$ cat config.mk
export PLATFORM = sky130hd
export DESIGN_NAME = sha256_block_hasher
export DESIGN_NICKNAME = d
export VERILOG_FILES = /design/src/hdl/sha_pkg.sv /design/src/hdl/sha256_block_hasher.sv
export SDC_FILE = /design/constraint.sdc
export NUM_CORES = 2
export LEC_CHECK = 0
export BUFFER_PORTS_ARGS = -buffer_cell sky130_fd_sc_hd__buf_2
export CAP_MARGIN = 20
export CORE_UTILIZATION = 35
export DETAILED_ROUTE_END_ITERATION = 10
export PLACE_DENSITY_LB_ADDON = 0.1
export REMOVE_ABC_BUFFERS = 1
export SLEW_MARGIN = 15
export SYNTH_ARGS = -nofsm -noshare
export SYNTH_HDL_FRONTEND = slang
export SYNTH_SLANG_ARGS = --single-unit
$ cat constraint.sdc
create_clock -name clk -period 60.2 [get_ports clk]
set_input_delay 9.03 -clock clk [delete_from_list [all_inputs] [get_ports clk]]
set_output_delay 9.03 -clock clk [all_outputs]
set_load 0.05 [all_outputs]
$ cat src/hdl/sha_pkg.sv
// Package for the SHA-256 block hasher: round constants, initial hash values
// and the sigma/choose/majority helpers.
// No dependencies.
package sha_pkg;

	localparam int WORD_W   = 32;
	localparam int NUM_H    = 8;
	localparam int WIN_LEN  = 16;
	localparam int ROUNDS   = 64;
	localparam int ROUND_W  = $clog2(ROUNDS);
	localparam int WCNT_W   = $clog2(WIN_LEN);
	localparam int HIDX_W   = $clog2(NUM_H);

	typedef logic [WORD_W-1:0] word_t;

	localparam word_t INIT_HASH [NUM_H] = '{
		32'h6a09e667, 32'hbb67ae85, 32'h3c6ef372, 32'ha54ff53a,
		32'h510e527f, 32'h9b05688c, 32'h1f83d9ab, 32'h5be0cd19
	};

	localparam word_t ROUND_K [ROUNDS] = '{
		32'h428a2f98, 32'h71374491, 32'hb5c0fbcf, 32'he9b5dba5,
		32'h3956c25b, 32'h59f111f1, 32'h923f82a4, 32'hab1c5ed5,
		32'hd807aa98, 32'h12835b01, 32'h243185be, 32'h550c7dc3,
		32'h72be5d74, 32'h80deb1fe, 32'h9bdc06a7, 32'hc19bf174,
		32'he49b69c1, 32'hefbe4786, 32'h0fc19dc6, 32'h240ca1cc,
		32'h2de92c6f, 32'h4a7484aa, 32'h5cb0a9dc, 32'h76f988da,
		32'h983e5152, 32'ha831c66d, 32'hb00327c8, 32'hbf597fc7,
		32'hc6e00bf3, 32'hd5a79147, 32'h06ca6351, 32'h14292967,
		32'h27b70a85, 32'h2e1b2138, 32'h4d2c6dfc, 32'h53380d13,
		32'h650a7354, 32'h766a0abb, 32'h81c2c92e, 32'h92722c85,
		32'ha2bfe8a1, 32'ha81a664b, 32'hc24b8b70, 32'hc76c51a3,
		32'hd192e819, 32'hd6990624, 32'hf40e3585, 32'h106aa070,
		32'h19a4c116, 32'h1e376c08, 32'h2748774c, 32'h34b0bcb5,
		32'h391c0cb3, 32'h4ed8aa4a, 32'h5b9cca4f, 32'h682e6ff3,
		32'h748f82ee, 32'h78a5636f, 32'h84c87814, 32'h8cc70208,
		32'h90befffa, 32'ha4506ceb, 32'hbef9a3f7, 32'hc67178f2
	};

	function automatic word_t big_sigma0(input word_t x);
		return {x[1:0], x[31:2]} ^ {x[12:0], x[31:13]} ^ {x[21:0], x[31:22]};
	endfunction

	function automatic word_t big_sigma1(input word_t x);
		return {x[5:0], x[31:6]} ^ {x[10:0], x[31:11]} ^ {x[24:0], x[31:25]};
	endfunction

	function automatic word_t small_sigma0(input word_t x);
		return {x[6:0], x[31:7]} ^ {x[17:0], x[31:18]} ^ {3'b000, x[31:3]};
	endfunction

	function automatic word_t small_sigma1(input word_t x);
		return {x[16:0], x[31:17]} ^ {x[18:0], x[31:19]} ^ {10'b0, x[31:10]};
	endfunction

	function automatic word_t choose(input word_t e, input word_t f, input word_t g);
		return (e & f) ^ (~e & g);
	endfunction

	function automatic word_t majority(input word_t a, input word_t b, input word_t c);
		return (a & b) ^ (a & c) ^ (b & c);
	endfunction

endpackage

$ cat src/hdl/sha256_block_hasher.sv
// SHA-256 hasher over pre-padded 32-bit big-endian message words.
// Depends on sha_pkg. One shared round unit iterates 64 times per block.
//
//   channel   signals                                      direction
//   -------   ------------------------------------------   ---------
//   input     in_valid/in_ready, msg_word, msg_start,      in
//             msg_end
//   output    out_valid/out_ready, digest_word,            out
//             digest_index, digest_last
//
// Words are taken one per cycle while idle. The sixteenth word of a block
// starts the rounds in S_ROUND and then the chaining add in S_ADD; the block
// rate is bounded by the single round unit.
// An end word then adds 8 digest items, one per cycle when out_ready is high;
// in_ready stays low until the last one is taken. A stalled out_ready holds
// the current digest item. Reset loads the initial hash and clears all counts.
module sha256_block_hasher
	import sha_pkg::*;
(
	input  logic              clk,
	input  logic              arst_n,
	input  logic              in_valid,
	output logic              in_ready,
	input  logic [31:0]       msg_word,
	input  logic              msg_start,
	input  logic              msg_end,
	output logic              out_valid,
	input  logic              out_ready,
	output logic [31:0]       digest_word,
	output logic [2:0]        digest_index,
	output logic              digest_last
);

	typedef enum logic [1:0] {
		S_IDLE,
		S_ROUND,
		S_ADD,
		S_DIGEST
	} state_t;

	state_t              state_q;
	word_t               chain_q [NUM_H];
	word_t               work_q  [NUM_H];
	word_t               win_q   [WIN_LEN];
	logic [WCNT_W-1:0]   word_cnt_q;
	logic [ROUND_W-1:0]  round_q;
	logic [HIDX_W-1:0]   dig_idx_q;
	logic                end_pend_q;

	logic                in_acc;
	logic                out_acc;
	logic [WCNT_W-1:0]   word_cnt_nxt;
	word_t               w_cur;
	word_t               w_new;
	word_t               t1;
	word_t               t2;

	assign in_ready     = (state_q == S_IDLE);
	assign out_valid    = (state_q == S_DIGEST);
	assign in_acc       = in_valid && in_ready;
	assign out_acc      = out_valid && out_ready;
	assign digest_index = dig_idx_q;
	assign digest_last  = (dig_idx_q == HIDX_W'(NUM_H - 1));
	assign digest_word  = chain_q[dig_idx_q];

	assign word_cnt_nxt = msg_start ? WCNT_W'(1) : word_cnt_q + WCNT_W'(1);

	// Window tap 0 is W[t]; the pushed word is W[t+16].
	assign w_cur = win_q[0];
	assign w_new = small_sigma1(win_q[14]) + win_q[9] + small_sigma0(win_q[1]) + win_q[0];

	assign t1 = work_q[7] + big_sigma1(work_q[4]) + choose(work_q[4], work_q[5], work_q[6])
		+ ROUND_K[round_q] + w_cur;
	assign t2 = big_sigma0(work_q[0]) + majority(work_q[0], work_q[1], work_q[2]);

	// Message schedule window: shifts on every accepted word and every round.
	always_ff @(posedge clk) begin
		if (in_acc || state_q == S_ROUND) begin
			for (int i = 0; i < WIN_LEN - 1; i++) begin
				win_q[i] <= win_q[i+1];
			end
			win_q[WIN_LEN-1] <= (state_q == S_ROUND) ? w_new : msg_word;
		end
	end

	always_ff @(posedge clk or negedge arst_n) begin
		if (!arst_n) begin
			state_q    <= S_IDLE;
			chain_q    <= INIT_HASH;
			for (int i = 0; i < NUM_H; i++) begin
				work_q[i] <= '0;
			end
			word_cnt_q <= '0;
			round_q    <= '0;
			dig_idx_q  <= '0;
			end_pend_q <= 1'b0;
		end else begin
			unique case (state_q)
				S_IDLE: begin
					if (in_acc) begin
						if (msg_start) begin
							chain_q <= INIT_HASH;
						end
						if (word_cnt_nxt == '0) begin
							// block complete; start cannot be set here
							work_q     <= chain_q;
							round_q    <= '0;
							end_pend_q <= msg_end;
							word_cnt_q <= '0;
							state_q    <= S_ROUND;
						end else if (msg_end) begin
							// partial block dropped, current chain is the digest
							word_cnt_q <= '0;
							dig_idx_q  <= '0;
							state_q    <= S_DIGEST;
						end else begin
							word_cnt_q <= word_cnt_nxt;
						end
					end
				end
				S_ROUND: begin
					for (int i = 1; i < NUM_H; i++) begin
						if (i != 4) begin
							work_q[i] <= work_q[i-1];
						end
					end
					work_q[4] <= work_q[3] + t1;
					work_q[0] <= t1 + t2;
					round_q   <= round_q + ROUND_W'(1);
					if (round_q == ROUND_W'(ROUNDS - 1)) begin
						state_q <= S_ADD;
					end
				end
				S_ADD: begin
					for (int i = 0; i < NUM_H; i++) begin
						chain_q[i] <= chain_q[i] + work_q[i];
					end
					dig_idx_q <= '0;
					state_q   <= end_pend_q ? S_DIGEST : S_IDLE;
				end
				S_DIGEST: begin
					if (out_acc) begin
						dig_idx_q <= dig_idx_q + HIDX_W'(1);
						if (digest_last) begin
							state_q <= S_IDLE;
						end
					end
				end
				default: state_q <= S_IDLE;
			endcase
		end
	end

endmodule

==> metrics.md <==
| Metric | Value |
|---|---|
| Outcome | finished, violations left |
| Failing checks | design-rule violations |
| Core area | about 190,000 um2 |
| Max Slew Vio Count | 0 |
| CTS Buf Count | 132 |
| Final nets | about 7.2k |
| Clock Sinks | about 1.0k |
| Worst path cell trace | buf_2 -> nor2_1 -> nor2_4 -> buf_12 -> buf_4 -> buf_4 -> buf_4 |
| CP bufs+invs | 5 |
| Async S/R FF share, synth | 50.8% |
| Register area | around 29,000 um2 |
| H-tree lvl count | 4 |
| Clk buf depth | 3 |
| Worst Path Arrival | approximately 13 ns |
| Count of final hold-check violations | 0 |
| Min Hold Slack | approximately 0.4 ns |
| Distinct cells, synth | 84 |
| Number of synthesized flops with an enable pin | between 500 and 600 |
| WL/cell | 23.8 um |
| Top FF cell, synth | edfxtp_1 |
| Pre-antenna DRT Iters | 10 |
| Post-DRT Antenna Nets | 0 |
| Die ar. | 192,000 um2 |
| Vias | between 40k and 50k |
| Fmax | approximately 77 MHz |
| Clock latency on the worst-skew pair | about 0.79 ns |
| Crit. End Element | flip-flop |
| Global-route wire length before repair | between 300 and 400 mm |
| Register area share after synthesis | about 43% |
| Die Wd | 438 um |
| Area occupied by multi-input gates | around 35,000 um2 |
| Post-layout min period | roughly 13 ns |
| R2R Setup Slk | 49.91 ns |
| Final HPWL DP | 162 mm |
| Clock Skews | 0.0258 ns |
| HP Class | flip-flop to flip-flop |
| Post-synthesis cell area | 66,500 um2 |
| Io pins | 76 |
| Die Y | 438 um |
| Critical Path RT | around 61 ns |
| Ranking of synthesized cells by area | edfxtp_1 23%, dfrtp_1 15%, ha_1 7.4% |
| Synth-to-Final Area Change | 11.1% |
| Endpoints failing setup | 0 |
| CTS tree | built |
| R2R Path Start | round_q[1] |
| PortBufs | 75 |
| GRT Total Usage | 22.9% |
| Crit-path max FO | about 200 |
| Post-CTS setup buffers | 0 |
| Rel. slew slack | approximately 27% |
| Fin crit share | 21.6% |
| Worst Setup EP | win_q[0][223] |
| Number of cells on the critical path | 7 |
| Synth Instances | 6,644 |
| RR Endpoint | work_q[255] |
| Clock slew at reported path FFs | 0.05 ns |
| Layout fillers | about 19k |
| Rows | 159 |
| Grt ovf | 0 |
| Setup TNS | 0 ns |
| CTS root buffer | clkbuf_16 |
| Worst Hold Depth | 0 |
| Initial antenna violation count | 5 |
| Maxcap violations | 0 |
| Crit. Startpoint | in_valid |
| Setup CP Type | input port to flip-flop |
| GP Congestion | approximately 0.95 |
| Post-CTS Resized | 0 |
| RSZ-0062 raised after global routing | false |
| Synth top area share | a little under a quarter |
| Routed WL | roughly 220 mm |
| Startpoint types | input port |
| CP most frequent cell | buf_4 |
| Avg Cell Area, Syn | 10.0 um2 |
| Post-cts hold buffer count | 0 |
| Remaining DRCs | 2 |
| CP max-delay cell | buf_4 |
| Slew @ Worst Pin | 1.10 ns |
| Cells on worst reg2reg path | 36 |
| Number of global-route vias before repair | around 50k |
| Yosys warns | 0 |
| Largest net degree at the start of global routing | a little under 200 |
| Via density | around 5.4 |
| Starting density of the core | a little over a third |
| Initial DRC count | approximately 3.7k |
| Max incr delay on CP | between 0.9 and 1 ns |
| Layout cells sized above 1 | 10.1% |
| Cell accounting for the most synthesized area | edfxtp_1 |
| Crit path max-delay family | buffers and inverters |
| Flops & latches, synth | 1,040 |
==> worst register-to-register path, delay by kind of cell, from the launching register on <==
| kind | cells | cell delay [ns] |
|---|---|---|
| AOI/OAI and AO/OA | 16 | 3.81 |
| adders and majority gates | 7 | 3.22 |
| buffers and inverters | 6 | 0.98 |
| xor gates and xnor gates | 2 | 0.93 |
| and+or+nand+nor | 5 | 0.92 |
| DFF | 1 | 0.36 |
==> how the worst min path moves through the flow <==
stage | from | to | slack (ns)
final | win_q[1][224] | win_q[1][192] | 0.41
after global routing | win_q[1][224] | win_q[1][192] | 0.41
after CTS | win_q[1][131] | win_q[1][99] | 0.41
after detailed placement | win_q[0][139] | win_q[0][107] | 0.40
after global placement | win_q[1][246] | win_q[1][214] | 0.40
after floorplan | win_q[0][132] | win_q[0][100] | 0.40
==> cells by family (layout without fill, tap and decap cells) <==
group,after synthesis,after routing,share of synthesized area (%)
adders and majority gates,590,590,13.3
xor gates and xnor gates,585,585,7.73
and+or+nand+nor,1864,1864,11.9
AOI/OAI and AO/OA,1748,1748,16.4
DFF,1040,1040,43.3
buffers and inverters,672,746,3.79
muxes,145,145,3.59
other,0,3,0
==> registers in the layout, summed over array words and instances (netlist names) <==
register      cells
win_q           512
chain_q         256
end_pend_q        1
state_q           2
word_cnt_q        4
round_q           6
digest_index      3
work_q          256
==> cell usage in the layout, fill, tap and decap left out, types with 44 or more instances in the layout <==
cell type and instances:
a21o_1 193, a21oi_1 471, a31oi_1 291, buf_2 74, buf_4 85, clkbuf_16 134
dfrtp_1 386, dfstp_2 136, edfxtp_1 512, fa_1 195, ha_1 393, inv_1 340
mux2_2 55, mux4_2 69, nand2_1 852, nand2b_1 55, nand3_1 82, nor2_1 578
nor3_1 86, o21a_1 53, o21ai_0 373, o21bai_1 44, xnor2_1 379, xor2_1 205
==> stage by stage <==
| step | std cells | worst slack (ns) | util, % | area, um2 |
|---|---|---|---|---|
| after floorplan | 6313 | 28.55 | - | 65200 |
| after global placement | 8971 | 46.40 | 36.9 | 69500 |
| after detailed placement | 8971 | 46.32 | 36.9 | 69500 |
| after CTS | 9213 | 47.20 | 39.2 | 73900 |
| after global routing | 9213 | 46.81 | 39.2 | 73900 |
| final | 9216 | 47.17 | 39.2 | 73900 |
==> synth_stat cells (195+ instances only) <==
master,count
xor2_1,205
o21ai_0,375
inv_1,340
a31oi_1,291
nand2_1,854
ha_1,393
xnor2_1,379
nor2_1,581
a21oi_1,471
clkbuf_1,309
dfrtp_1,392
fa_1,195
edfxtp_1,512
==> layer usage <==
layer / up-vias / track usage [%] / share of wire (%)
met5: - / 0 / 0
met4: 0 / 8.96 / 4.0
met3: 339 / 2.47 / 3.5
met2: 1168 / 38.8 / 49
met1: 24800 / 29.9 / 44
li1: 23500 / - / -
==> cell type report <==
cell class	instances	area share [%]
clock inverters	60	0.894
clock buffers	182	4.99
multi-input cells	4932	47.7
inverters	341	1.73
flip-flops and latches	1040	39.0
diodes	3	0.0102
repair buffers	163	1.47
well taps	2495	4.23
Power is not shown: default switching activity piles up to over one toggle a cycle in this logic, so the estimate is an artifact.
